### src/rtl/rhc_pkg.sv
// ----------------------------------------------------------------------------
// RGB/HSL converter package
// Shared constants for hue geometry, mode codes and divider pipeline sizing.
// ----------------------------------------------------------------------------
package rhc_pkg;

    // Hue is carried in quarter degrees.
    localparam int HUE_W = 11;
    localparam logic [HUE_W-1:0] HUE_TURN  = 11'd1440;
    localparam logic [HUE_W-1:0] HUE_THIRD = 11'd480;
    localparam logic [HUE_W-1:0] HUE_RISE  = 11'd240;
    localparam logic [HUE_W-1:0] HUE_FLAT  = 11'd720;
    localparam logic [HUE_W-1:0] HUE_FALL  = 11'd960;
    localparam logic [HUE_W-1:0] HUE_TWO_THIRDS = 11'd960;

    // Direction register codes.
    localparam logic DIR_RGB2HSL = 1'b0;
    localparam logic DIR_HSL2RGB = 1'b1;

    // Quotient bits resolved per divider pipeline stage.
    localparam int DIV_STEPS = 4;

    function automatic int quot_bits(input int n);
        return (n > HUE_W) ? n : HUE_W;
    endfunction

    function automatic int div_stages(input int n);
        return (quot_bits(n) + DIV_STEPS - 1) / DIV_STEPS;
    endfunction

    // Cycles from an accepted start to the edge that takes the result.
    function automatic int core_latency(input int n);
        return div_stages(n) + 5;
    endfunction

    // Weight of the span term of the piecewise hue-to-channel rule, 0..240.
    function automatic logic [7:0] hue_weight(input logic [HUE_W-1:0] t);
        logic [HUE_W-1:0] fall;
        fall = HUE_FALL - t;
        if (t < HUE_RISE) begin
            return t[7:0];
        end
        else if (t < HUE_FLAT) begin
            return HUE_RISE[7:0];
        end
        else if (t < HUE_FALL) begin
            return fall[7:0];
        end
        else begin
            return 8'd0;
        end
    endfunction

endpackage

### src/rtl/rhc_div.sv
// ----------------------------------------------------------------------------
// Pipelined restoring divider
// Unsigned floor(x / y), SPS quotient bits per register stage. The caller
// guarantees that the quotient fits in QW bits.
// ----------------------------------------------------------------------------
module rhc_div #(
    parameter int XW     = 25,
    parameter int DW     = 17,
    parameter int QW     = 11,
    parameter int SPS    = 4,
    parameter int STAGES = 3
) (
    input  logic          clk,
    input  logic [XW-1:0] x,
    input  logic [DW-1:0] y,
    output logic [QW-1:0] q
);

    logic [XW+DW-1:0] x_ext;
    logic [DW-1:0]    rem_in   [STAGES];
    logic [QW-1:0]    acc_in   [STAGES];
    logic [DW-1:0]    y_in     [STAGES];
    logic [DW-1:0]    rem_next [STAGES];
    logic [QW-1:0]    acc_next [STAGES];
    logic [DW-1:0]    rem_reg  [STAGES];
    logic [QW-1:0]    acc_reg  [STAGES];
    logic [DW-1:0]    y_reg    [STAGES];

    // The part of the dividend above the quotient bits is already below y.
    assign x_ext     = {{DW{1'b0}}, x};
    assign rem_in[0] = x_ext[QW +: DW];
    assign acc_in[0] = x[QW-1:0];
    assign y_in[0]   = y;

    genvar s;
    generate
        for (s = 1; s < STAGES; s++) begin : g_link
            assign rem_in[s] = rem_reg[s-1];
            assign acc_in[s] = acc_reg[s-1];
            assign y_in[s]   = y_reg[s-1];
        end

        for (s = 0; s < STAGES; s++) begin : g_stage
            // The accumulator shifts dividend bits out at the top and takes
            // quotient bits in at the bottom.
            always_comb
            begin : step
                logic [DW:0]   trial;
                logic [DW-1:0] r;
                logic [QW-1:0] a;
                r     = rem_in[s];
                a     = acc_in[s];
                trial = '0;
                for (int k = 0; k < SPS; k++)
                begin
                    if (s * SPS + k < QW)
                    begin
                        trial = {r, a[QW-1]};
                        a     = {a[QW-2:0], 1'b0};
                        if (trial >= {1'b0, y_in[s]})
                        begin
                            trial = trial - {1'b0, y_in[s]};
                            a[0]  = 1'b1;
                        end
                        r = trial[DW-1:0];
                    end
                end
                rem_next[s] = r;
                acc_next[s] = a;
            end

            always_ff @(posedge clk)
            begin
                rem_reg[s] <= rem_next[s];
                acc_reg[s] <= acc_next[s];
                y_reg[s]   <= y_in[s];
            end
        end
    endgenerate

    assign q = acc_reg[STAGES-1];

endmodule

### src/rtl/rgb_hsl_color_converter_core.sv
// ----------------------------------------------------------------------------
// RGB/HSL color converter core
// Converts one pixel per clock between RGB and HSL in exact fixed point.
// ----------------------------------------------------------------------------
// Usage:
// A pixel is taken at a rising clock edge where start is high and busy is low.
// busy never rises, so a new pixel may be offered in every cycle. The direction
// register is written through cfg_valid/cfg_data (cfg_ready is always high) and
// selects RGB to HSL (0) or HSL to RGB (1); it should only be written while no
// transaction is in flight. Each result is shown for exactly one cycle with done
// high, in the order the pixels came in. The receiver cannot hold results off,
// and nothing in the pipeline ever stalls.
// Throughput is one pixel per cycle. The depth is set by the pipelined
// restoring divider, which resolves four quotient bits per stage; four front
// stages handle channel ordering, the hue numerators and HSL products, the
// P/Q and divider operands, and the divider lane select, and one output
// stage follows. Reset clears the direction register and every valid bit,
// so transactions in flight at reset are dropped and no done strobe follows.
// ----------------------------------------------------------------------------
module rgb_hsl_color_converter_core #(
    parameter int CHANNEL_BITS = 8
) (
    input  logic                      clk,
    input  logic                      rst_n,
    input  logic                      cfg_valid,
    output logic                      cfg_ready,
    input  logic                      cfg_data,
    input  logic                      start,
    output logic                      busy,
    input  logic [CHANNEL_BITS-1:0]   red_in,
    input  logic [CHANNEL_BITS-1:0]   green_in,
    input  logic [CHANNEL_BITS-1:0]   blue_in,
    input  logic [rhc_pkg::HUE_W-1:0] hue_in,
    input  logic [CHANNEL_BITS-1:0]   sat_in,
    input  logic [CHANNEL_BITS-1:0]   light_in,
    output logic                      done,
    output logic [rhc_pkg::HUE_W-1:0] hue_out,
    output logic [CHANNEL_BITS-1:0]   sat_out,
    output logic [CHANNEL_BITS-1:0]   light_out,
    output logic [CHANNEL_BITS-1:0]   red_out,
    output logic [CHANNEL_BITS-1:0]   green_out,
    output logic [CHANNEL_BITS-1:0]   blue_out
);

    import rhc_pkg::*;

    localparam int N   = CHANNEL_BITS;
    localparam int QW  = quot_bits(CHANNEL_BITS);
    localparam int DS  = div_stages(CHANNEL_BITS);
    // Dividend and divisor widths cover both modes; the HSL to RGB dividend
    // 2*(240*P + span*w) + 240*M is the widest.
    localparam int XW  = 2 * CHANNEL_BITS + 9;
    localparam int DW  = CHANNEL_BITS + 9;
    localparam int PW  = 2 * CHANNEL_BITS;
    localparam int HSW = CHANNEL_BITS + 12;
    localparam int HUW = CHANNEL_BITS + 11;

    localparam logic [N-1:0]  CH_MAX   = '1;
    localparam logic [XW-1:0] CH_ROUND = XW'(240 * ((1 << CHANNEL_BITS) - 1));
    localparam logic [DW-1:0] CH_DIV   = DW'(480 * ((1 << CHANNEL_BITS) - 1));

    // Which channel holds the maximum; red wins ties, then green.
    localparam logic [1:0] SEL_RED   = 2'd0;
    localparam logic [1:0] SEL_GREEN = 2'd1;
    localparam logic [1:0] SEL_BLUE  = 2'd2;

    typedef struct packed {
        logic         mode;
        logic         gray;
        logic [N-1:0] light;
    } sb_t;

    function automatic logic [N-1:0] sat_ch(input logic [QW-1:0] v);
        return (v > QW'(CH_MAX)) ? CH_MAX : v[N-1:0];
    endfunction

    // Rounded dividend for one output channel: 2*(240*P + span*w) + 240*M,
    // later divided by 480*M.
    function automatic logic [XW-1:0] chan_dividend(input logic [PW-1:0] p,
                                                    input logic [PW-1:0] span,
                                                    input logic [7:0]    w);
        logic [PW+7:0] prod;
        logic [XW-1:0] pe;
        logic [XW-1:0] num;
        prod = span * w;
        pe   = XW'(p);
        num  = (pe << 8) - (pe << 4) + XW'(prod);
        return (num << 1) + CH_ROUND;
    endfunction

    // ------------------------------------------------------------------
    // Configuration and handshake
    // ------------------------------------------------------------------
    logic direction_reg;
    logic accept;

    assign cfg_ready = 1'b1;
    assign busy      = 1'b0;
    assign accept    = start & ~busy;

    always_ff @(posedge clk or negedge rst_n)
    begin
        if (!rst_n)
        begin
            direction_reg <= DIR_RGB2HSL;
        end
        else if (cfg_valid && cfg_ready)
        begin
            direction_reg <= cfg_data;
        end
    end

    // ------------------------------------------------------------------
    // Stage 1: order the channels and fold the hue into one turn.
    // ------------------------------------------------------------------
    logic [1:0]       sel_next;
    logic [N-1:0]     max_next;
    logic [N-1:0]     min_next;
    logic [HUE_W-1:0] hmod_next;

    always_comb
    begin
        if (red_in >= green_in && red_in >= blue_in)
        begin
            sel_next = SEL_RED;
            max_next = red_in;
        end
        else if (green_in >= blue_in)
        begin
            sel_next = SEL_GREEN;
            max_next = green_in;
        end
        else
        begin
            sel_next = SEL_BLUE;
            max_next = blue_in;
        end

        if (red_in <= green_in && red_in <= blue_in)
        begin
            min_next = red_in;
        end
        else if (green_in <= blue_in)
        begin
            min_next = green_in;
        end
        else
        begin
            min_next = blue_in;
        end

        hmod_next = (hue_in >= HUE_TURN) ? hue_in - HUE_TURN : hue_in;
    end

    logic             s1_valid_reg;
    logic             s1_mode_reg;
    logic [1:0]       s1_sel_reg;
    logic [N-1:0]     s1_red_reg;
    logic [N-1:0]     s1_green_reg;
    logic [N-1:0]     s1_blue_reg;
    logic [N-1:0]     s1_max_reg;
    logic [N-1:0]     s1_min_reg;
    logic [HUE_W-1:0] s1_hue_reg;
    logic [N-1:0]     s1_sat_reg;
    logic [N-1:0]     s1_light_reg;

    always_ff @(posedge clk or negedge rst_n)
    begin
        if (!rst_n)
        begin
            s1_valid_reg <= 1'b0;
        end
        else
        begin
            s1_valid_reg <= accept;
        end
    end

    always_ff @(posedge clk)
    begin
        s1_mode_reg  <= direction_reg;
        s1_sel_reg   <= sel_next;
        s1_red_reg   <= red_in;
        s1_green_reg <= green_in;
        s1_blue_reg  <= blue_in;
        s1_max_reg   <= max_next;
        s1_min_reg   <= min_next;
        s1_hue_reg   <= hmod_next;
        s1_sat_reg   <= sat_in;
        s1_light_reg <= light_in;
    end

    // ------------------------------------------------------------------
    // Stage 2: RGB to HSL spread, lightness and hue numerator;
    // HSL to RGB products and per-channel hue weights.
    // ------------------------------------------------------------------
    logic [N-1:0]     d_next;
    logic [N:0]       sum_next;
    logic [N+1:0]     sum_rnd;
    logic [N-1:0]     den_next;
    logic [N-1:0]     hi_op;
    logic [N-1:0]     lo_op;
    logic [HSW-1:0]   d_wide;
    logic [HSW-1:0]   off_u;
    logic signed [HSW-1:0] diff_s;
    logic signed [HSW-1:0] num_s;
    logic [HUW-1:0]   hnum_next;
    logic [HUE_W:0]   tr_sum;
    logic [HUE_W:0]   tr_fold;
    logic [HUE_W-1:0] tb_val;

    always_comb
    begin
        d_next   = s1_max_reg - s1_min_reg;
        sum_next = {1'b0, s1_max_reg} + {1'b0, s1_min_reg};
        sum_rnd  = {1'b0, sum_next} + (N+2)'(1);
        den_next = (sum_next > {1'b0, CH_MAX}) ? N'({CH_MAX, 1'b0} - sum_next)
                                               : sum_next[N-1:0];
        d_wide   = HSW'(d_next);

        case (s1_sel_reg)
            SEL_RED:
            begin
                hi_op = s1_green_reg;
                lo_op = s1_blue_reg;
                // Wraps the negative side of the red sector into 300..360 degrees.
                off_u = (s1_green_reg < s1_blue_reg)
                      ? (d_wide << 10) + (d_wide << 9) - (d_wide << 7) + (d_wide << 5)
                      : '0;
            end
            SEL_GREEN:
            begin
                hi_op = s1_blue_reg;
                lo_op = s1_red_reg;
                off_u = (d_wide << 9) - (d_wide << 5);
            end
            default:
            begin
                hi_op = s1_red_reg;
                lo_op = s1_green_reg;
                off_u = (d_wide << 10) - (d_wide << 6);
            end
        endcase

        diff_s    = $signed(HSW'(hi_op)) - $signed(HSW'(lo_op));
        num_s     = (diff_s <<< 8) - (diff_s <<< 4) + $signed(off_u);
        hnum_next = num_s[HSW-1] ? '0 : num_s[HUW-1:0];

        tr_sum  = {1'b0, s1_hue_reg} + {1'b0, HUE_THIRD};
        tr_fold = (tr_sum > {1'b0, HUE_TURN}) ? tr_sum - {1'b0, HUE_TURN} : tr_sum;
        tb_val  = (s1_hue_reg >= HUE_THIRD) ? s1_hue_reg - HUE_THIRD
                                            : s1_hue_reg + HUE_TWO_THIRDS;
    end

    logic           s2_valid_reg;
    logic           s2_mode_reg;
    logic           s2_gray_reg;
    logic [N-1:0]   s2_light_reg;
    logic [N-1:0]   s2_d_reg;
    logic [N-1:0]   s2_den_reg;
    logic [HUW-1:0] s2_hnum_reg;
    logic [PW-1:0]  s2_ls_reg;
    logic [PW-1:0]  s2_lm_reg;
    logic [PW-1:0]  s2_sm_reg;
    logic           s2_llow_reg;
    logic [7:0]     s2_wr_reg;
    logic [7:0]     s2_wg_reg;
    logic [7:0]     s2_wb_reg;

    always_ff @(posedge clk or negedge rst_n)
    begin
        if (!rst_n)
        begin
            s2_valid_reg <= 1'b0;
        end
        else
        begin
            s2_valid_reg <= s1_valid_reg;
        end
    end

    always_ff @(posedge clk)
    begin
        s2_mode_reg  <= s1_mode_reg;
        s2_gray_reg  <= (s1_max_reg == s1_min_reg);
        s2_light_reg <= sum_rnd[N:1];
        s2_d_reg     <= d_next;
        s2_den_reg   <= den_next;
        s2_hnum_reg  <= hnum_next;
        s2_ls_reg    <= s1_light_reg * s1_sat_reg;
        s2_lm_reg    <= {s1_light_reg, {N{1'b0}}} - PW'(s1_light_reg);
        s2_sm_reg    <= {s1_sat_reg, {N{1'b0}}} - PW'(s1_sat_reg);
        s2_llow_reg  <= ({s1_light_reg, 1'b0} < {1'b0, CH_MAX});
        s2_wr_reg    <= hue_weight(tr_fold[HUE_W-1:0]);
        s2_wg_reg    <= hue_weight(s1_hue_reg);
        s2_wb_reg    <= hue_weight(tb_val);
    end

    // ------------------------------------------------------------------
    // Stage 3: RGB to HSL divider operands; HSL to RGB P, Q and span.
    // P and Q are scaled by M*M and always fit 2*N bits, so the modular
    // arithmetic below is exact.
    // ------------------------------------------------------------------
    logic [PW-1:0] md_val;
    logic [PW-1:0] q_val;
    logic [PW-1:0] p_val;

    always_comb
    begin
        md_val = {s2_d_reg, {N{1'b0}}} - PW'(s2_d_reg);
        q_val  = s2_llow_reg ? s2_lm_reg + s2_ls_reg
                             : s2_lm_reg + s2_sm_reg - s2_ls_reg;
        p_val  = PW'({s2_lm_reg, 1'b0}) - q_val;
    end

    logic          s3_valid_reg;
    sb_t           s3_sb_reg;
    logic [XW-1:0] s3_xhue_reg;
    logic [DW-1:0] s3_yhue_reg;
    logic [XW-1:0] s3_xsat_reg;
    logic [DW-1:0] s3_ysat_reg;
    logic [PW-1:0] s3_p_reg;
    logic [PW-1:0] s3_span_reg;
    logic [7:0]    s3_wr_reg;
    logic [7:0]    s3_wg_reg;
    logic [7:0]    s3_wb_reg;

    always_ff @(posedge clk or negedge rst_n)
    begin
        if (!rst_n)
        begin
            s3_valid_reg <= 1'b0;
        end
        else
        begin
            s3_valid_reg <= s2_valid_reg;
        end
    end

    always_ff @(posedge clk)
    begin
        s3_sb_reg.mode  <= s2_mode_reg;
        s3_sb_reg.gray  <= s2_gray_reg;
        s3_sb_reg.light <= s2_light_reg;
        s3_xhue_reg     <= XW'({s2_hnum_reg, 1'b0}) + XW'(s2_d_reg);
        s3_yhue_reg     <= DW'({s2_d_reg, 1'b0});
        s3_xsat_reg     <= XW'({md_val, 1'b0}) + XW'(s2_den_reg);
        s3_ysat_reg     <= DW'({s2_den_reg, 1'b0});
        s3_p_reg        <= p_val;
        s3_span_reg     <= q_val - p_val;
        s3_wr_reg       <= s2_wr_reg;
        s3_wg_reg       <= s2_wg_reg;
        s3_wb_reg       <= s2_wb_reg;
    end

    // ------------------------------------------------------------------
    // Stage 4: divider lane operands. In RGB to HSL mode lane A divides for
    // hue and lane B for saturation; in HSL to RGB mode the lanes carry red,
    // green and blue, all over the constant 480*M.
    // ------------------------------------------------------------------
    logic [XW-1:0] xa_next;
    logic [XW-1:0] xb_next;
    logic [XW-1:0] xc_next;
    logic [DW-1:0] ya_next;
    logic [DW-1:0] yb_next;

    always_comb
    begin
        if (s3_sb_reg.mode == DIR_HSL2RGB)
        begin
            xa_next = chan_dividend(s3_p_reg, s3_span_reg, s3_wr_reg);
            xb_next = chan_dividend(s3_p_reg, s3_span_reg, s3_wg_reg);
            xc_next = chan_dividend(s3_p_reg, s3_span_reg, s3_wb_reg);
            ya_next = CH_DIV;
            yb_next = CH_DIV;
        end
        else
        begin
            xa_next = s3_xhue_reg;
            xb_next = s3_xsat_reg;
            xc_next = '0;
            ya_next = s3_yhue_reg;
            yb_next = s3_ysat_reg;
        end
    end

    logic          s4_valid_reg;
    sb_t           s4_sb_reg;
    logic [XW-1:0] s4_xa_reg;
    logic [XW-1:0] s4_xb_reg;
    logic [XW-1:0] s4_xc_reg;
    logic [DW-1:0] s4_ya_reg;
    logic [DW-1:0] s4_yb_reg;

    always_ff @(posedge clk or negedge rst_n)
    begin
        if (!rst_n)
        begin
            s4_valid_reg <= 1'b0;
        end
        else
        begin
            s4_valid_reg <= s3_valid_reg;
        end
    end

    always_ff @(posedge clk)
    begin
        s4_sb_reg <= s3_sb_reg;
        s4_xa_reg <= xa_next;
        s4_xb_reg <= xb_next;
        s4_xc_reg <= xc_next;
        s4_ya_reg <= ya_next;
        s4_yb_reg <= yb_next;
    end

    // ------------------------------------------------------------------
    // Divider lanes. A gray pixel divides by zero here; its quotients are
    // meaningless and get replaced by zero at the output.
    // ------------------------------------------------------------------
    logic [QW-1:0] qa;
    logic [QW-1:0] qb;
    logic [QW-1:0] qc;

    rhc_div #(
        .XW     (XW),
        .DW     (DW),
        .QW     (QW),
        .SPS    (DIV_STEPS),
        .STAGES (DS)
    ) u_div_a (
        .clk (clk),
        .x   (s4_xa_reg),
        .y   (s4_ya_reg),
        .q   (qa)
    );

    rhc_div #(
        .XW     (XW),
        .DW     (DW),
        .QW     (QW),
        .SPS    (DIV_STEPS),
        .STAGES (DS)
    ) u_div_b (
        .clk (clk),
        .x   (s4_xb_reg),
        .y   (s4_yb_reg),
        .q   (qb)
    );

    rhc_div #(
        .XW     (XW),
        .DW     (DW),
        .QW     (QW),
        .SPS    (DIV_STEPS),
        .STAGES (DS)
    ) u_div_c (
        .clk (clk),
        .x   (s4_xc_reg),
        .y   (CH_DIV),
        .q   (qc)
    );

    // Mode, gray flag and lightness ride alongside the divider stages.
    logic dv_valid_reg [DS];
    sb_t  dv_sb_reg    [DS];

    always_ff @(posedge clk or negedge rst_n)
    begin
        if (!rst_n)
        begin
            for (int i = 0; i < DS; i++)
            begin
                dv_valid_reg[i] <= 1'b0;
            end
        end
        else
        begin
            dv_valid_reg[0] <= s4_valid_reg;
            for (int i = 1; i < DS; i++)
            begin
                dv_valid_reg[i] <= dv_valid_reg[i-1];
            end
        end
    end

    always_ff @(posedge clk)
    begin
        dv_sb_reg[0] <= s4_sb_reg;
        for (int i = 1; i < DS; i++)
        begin
            dv_sb_reg[i] <= dv_sb_reg[i-1];
        end
    end

    // ------------------------------------------------------------------
    // Output stage: hue wrap, saturation to the channel range, and zeros for
    // the fields the selected mode does not produce.
    // ------------------------------------------------------------------
    sb_t              out_sb;
    logic [QW-1:0]    hue_wrap;
    logic [HUE_W-1:0] hue_next;
    logic [N-1:0]     sat_next;
    logic [N-1:0]     light_next;
    logic [N-1:0]     red_next;
    logic [N-1:0]     green_next;
    logic [N-1:0]     blue_next;

    always_comb
    begin
        out_sb   = dv_sb_reg[DS-1];
        // A hue that rounds to a full turn reads as zero.
        hue_wrap = (qa >= QW'(HUE_TURN)) ? qa - QW'(HUE_TURN) : qa;
        if (out_sb.mode == DIR_HSL2RGB)
        begin
            hue_next   = '0;
            sat_next   = '0;
            light_next = '0;
            red_next   = sat_ch(qa);
            green_next = sat_ch(qb);
            blue_next  = sat_ch(qc);
        end
        else
        begin
            hue_next   = out_sb.gray ? '0 : hue_wrap[HUE_W-1:0];
            sat_next   = out_sb.gray ? '0 : sat_ch(qb);
            light_next = out_sb.light;
            red_next   = '0;
            green_next = '0;
            blue_next  = '0;
        end
    end

    logic             done_reg;
    logic [HUE_W-1:0] hue_out_reg;
    logic [N-1:0]     sat_out_reg;
    logic [N-1:0]     light_out_reg;
    logic [N-1:0]     red_out_reg;
    logic [N-1:0]     green_out_reg;
    logic [N-1:0]     blue_out_reg;

    always_ff @(posedge clk or negedge rst_n)
    begin
        if (!rst_n)
        begin
            done_reg <= 1'b0;
        end
        else
        begin
            done_reg <= dv_valid_reg[DS-1];
        end
    end

    always_ff @(posedge clk)
    begin
        hue_out_reg   <= hue_next;
        sat_out_reg   <= sat_next;
        light_out_reg <= light_next;
        red_out_reg   <= red_next;
        green_out_reg <= green_next;
        blue_out_reg  <= blue_next;
    end

    assign done      = done_reg;
    assign hue_out   = hue_out_reg;
    assign sat_out   = sat_out_reg;
    assign light_out = light_out_reg;
    assign red_out   = red_out_reg;
    assign green_out = green_out_reg;
    assign blue_out  = blue_out_reg;

endmodule

### config.mk
export PLATFORM = sky130hd
export DESIGN_NAME = rgb_hsl_color_converter_core
export DESIGN_NICKNAME = d
export VERILOG_FILES = /design/src/rtl/rhc_pkg.sv /design/src/rtl/rhc_div.sv /design/src/rtl/rgb_hsl_color_converter_core.sv
export SDC_FILE = /design/constraint.sdc
export NUM_CORES = 2
export LEC_CHECK = 0
export BUFFER_PORTS_ARGS = -buffer_cell sky130_fd_sc_hd__buf_2
export CORE_MARGIN = 3
export CORE_UTILIZATION = 60
export CTS_CLUSTER_SIZE = 28
export DETAILED_ROUTE_END_ITERATION = 10
export PLACE_DENSITY_LB_ADDON = 0.2
export SLEW_MARGIN = 20
export SYNTH_ARGS = -nofsm -noshare
export SYNTH_HDL_FRONTEND = slang
export SYNTH_SLANG_ARGS = --single-unit
### constraint.sdc
create_clock -name clk -period 39.8 [get_ports clk]
set_input_delay 7.96 -clock clk [delete_from_list [all_inputs] [get_ports clk]]
set_output_delay 7.96 -clock clk [all_outputs]
set_load 0.05 [all_outputs]
==> out/metrics.yaml <==
cts_tree: "built"
rsz0062_at_grt: "false"
antenna_cells: 0
fin_crit_ns: 13.71
min_from: "s2_mode_reg"
drv_slew: 0
drc: 0
max_cap_viol_count: 0
die_y_um: 328.9
r2r_cells: 51
critPathSlowestCell: "nor2_2"
vias_per_cell: 5.641
die-width_um: 328.9
synth_top_family_by_area: "adder cells"
cts-root-buf: "clkbuf_16"
regToRegEndpoint: "u_div_a.rem_reg[0][3]"
synthMuxAreaShare_pct: 3.317
syn_inst: 7415
drive_gt1_share_pct: 6.745
synth-warning-count: 0
cts_htree_levels: 3
synth_compound_area_share_pct: 16.03
grt_usage_pct: 26.58
cts_buffer_depth: 3
cts_made_buffers: 79
drt-total-wl_um: 143300
r2r_start: "s4_ya_reg[15]"
ys.flop_type: "dfxtp_1"
syn_avg_cell_area_um2: 8.439
worst_setup_path_start_kind: "flop"
synth_edf_count: 0
syn_area_um2: 62570
antenna_found_initial: 2
cp.arrival_ns: 14.26
num_rows: 117
synth_xor_area_share_pct: 7.572
worst_pin_slew_ns: 1.130
place.port_buffers: 107
overflow: 0
max_freq_mhz: 72.93
finalSetupViolCount: 0
cp.required_ns: 40.34
core_um2: 102600
ios: 110
cts-resized-gates: 0
skew_ns: 0.03483
fin_setup_tns_ns: 0
dp_hpwl_um: 113900
worst_setup_path_end_kind: "flop"
worstSkewPairLatency_ns: 0.66
synthSimpleGateAreaFrac_pct: 16.75
synth_seq_cells: 689
die-area_um2: 108200
synth-async-reset-ratio_pct: 1.306
grt_max_degree: 106
syn2layout_area_growth_pct: 7.540
first_pass_iters: 6
clk_pin_slew_ns: 0.07
critical_path_class: "reg -> reg"
grt_pass1_wl_um: 240100
crit_start: "s4_ya_reg[15]"
fin_nets: 8635
clock-sinks: 689
num_vias: 50200
cts_setup_buffers: 0
hold_buffers: 0
detail_route.wl_per_cell_um: 16.10
grt_pass1_vias: 49480
cpMostUsedCell: "o21ai_0"
max_stage_delay_ns: 0.69
synthAdderAreaFrac_pct: 26.95
status: "finished clean"
gp_congestion: 0.9176
yosysSeqAreaShare_pct: 22.12
path_max_fanout: 29
min_to: "s3_sb_reg[9]"
hold_viol_final: 0
finalCritPeriodShare_pct: 34.45
whs_path_depth: 0
ys_types: 113
dr.first_iter.drc_count: 3087
hold_path.class: "reg -> reg"
relSlewSlack_pct: 24.54
antenna_left: 0
r2r_setup_slack_ns: 26.09
initial_core_util_pct: 60.98
## through the flow
step | util, % | hold slack, ns | cell area [um^2] | setup slack (ns) | cells
finish | 65.57 | 0.3174 | 67290 | 26.09 | 8899
detailed placement | 62.72 | 0.3118 | 64370 | 26.37 | 8753
global placement | 62.72 | 0.3096 | 64370 | 26.74 | 8753
CTS | 65.53 | 0.3180 | 67240 | 26.31 | 8898
global route | 65.57 | 0.3264 | 67290 | 24.50 | 8899
floorplan | - | 0.3096 | 62630 | 27.35 | 7431
## worst max path at each step
stage                             end  slack [ns]  cells past startpoint
2_1_floorplan  u_div_b.rem_reg[0][26]       27.35                     55
3_3_place_gp   u_div_a.rem_reg[0][16]       26.74                     51
3_5_place_dp    u_div_a.rem_reg[0][2]       26.37                     51
4_1_cts        u_div_a.rem_reg[0][12]       26.31                     51
5_1_grt         u_div_a.rem_reg[0][8]       24.50                     52
6_report        u_div_a.rem_reg[0][3]       26.09                     51
## synth_stat cells (26+ instances only)
| library cell | n | share of area [%] |
|---|---|---|
| a211oi_1 | 41 | 0.49 |
| a21boi_0 | 79 | 0.95 |
| a21o_1 | 141 | 1.7 |
| a21oi_1 | 414 | 3.3 |
| a31oi_1 | 48 | 0.48 |
| and2_1 | 248 | 2.5 |
| and3_1 | 55 | 0.55 |
| clkbuf_1 | 157 | 0.94 |
| dfxtp_1 | 680 | 22 |
| fa_1 | 393 | 13 |
| ha_1 | 719 | 14 |
| inv_1 | 989 | 5.9 |
| mux2_2 | 106 | 1.9 |
| mux2i_1 | 71 | 1.1 |
| nand2_1 | 672 | 4.0 |
| nand2b_1 | 66 | 0.66 |
| nand3_1 | 115 | 0.92 |
| nand4_1 | 60 | 0.60 |
| nor2_1 | 490 | 2.9 |
| nor2b_1 | 113 | 1.1 |
| nor3_1 | 131 | 1.0 |
| nor4_1 | 32 | 0.32 |
| o211ai_1 | 26 | 0.31 |
| o21a_1 | 68 | 0.82 |
| o21ai_0 | 337 | 2.7 |
| o21bai_1 | 91 | 1.1 |
| o31ai_1 | 75 | 0.90 |
| or2_2 | 36 | 0.36 |
| or3_1 | 36 | 0.36 |
| xnor2_1 | 357 | 5.0 |
| xor2_1 | 184 | 2.6 |
## routing by layer
metal	up-vias	track usage [%]	wire length [um]
met5	-	0	0
met4	0	7.980	4068
met3	272	3.183	6751
met2	1150	45.50	67950
met1	23730	35.22	64490
li1	25050	-	-
## cell type report
class	instances	area, um^2
Fill cell	8538	35330
Inverter	998	3746
Multi-Input combinational cell	5557	44300
Sequential cell	689	13840
Timing Repair Buffer	142	818.3
Clock buffer	100	2188
Tap cell	1368	1712
Clock inverter	45	688.2
## kinds of logic (layout without fill, tap and decap cells)
family / count (synthesis) / in the layout
and+or+nand+nor: 2153 / 2153
AOI/OAI and AO/OA: 1545 / 1545
buffers and inverters: 1185 / 1285
adders and majority gates: 1112 / 1112
DFF: 689 / 689
xor gates and xnor gates: 541 / 541
muxes: 188 / 188
other: 2 / 18
## worst max-delay path, delay by kind of cell, from the launching register on
kind / cells / cell delay (ns)
AND/OR/NAND/NOR: 6 / 1.64
flip-flops: 1 / 0.64
AO/OA/AOI/OAI: 31 / 6.99
buffers and inverters: 7 / 1.82
multiplexers: 3 / 1.16
adder cells (fa/ha/maj): 4 / 1.35
## cells in the final DEF, fill, tap and decap left out, types with 131 or more instances in the layout
cell type	n
a21o_1	141
a21oi_1	413
and2_1	248
dfxtp_1	678
fa_1	393
ha_1	719
inv_1	987
nand2_1	672
nor2_1	490
nor3_1	131
o21ai_0	337
xnor2_1	357
xor2_1	183
Power is not shown: default switching activity piles up to over one toggle a cycle in this logic, so the estimate is an artifact.
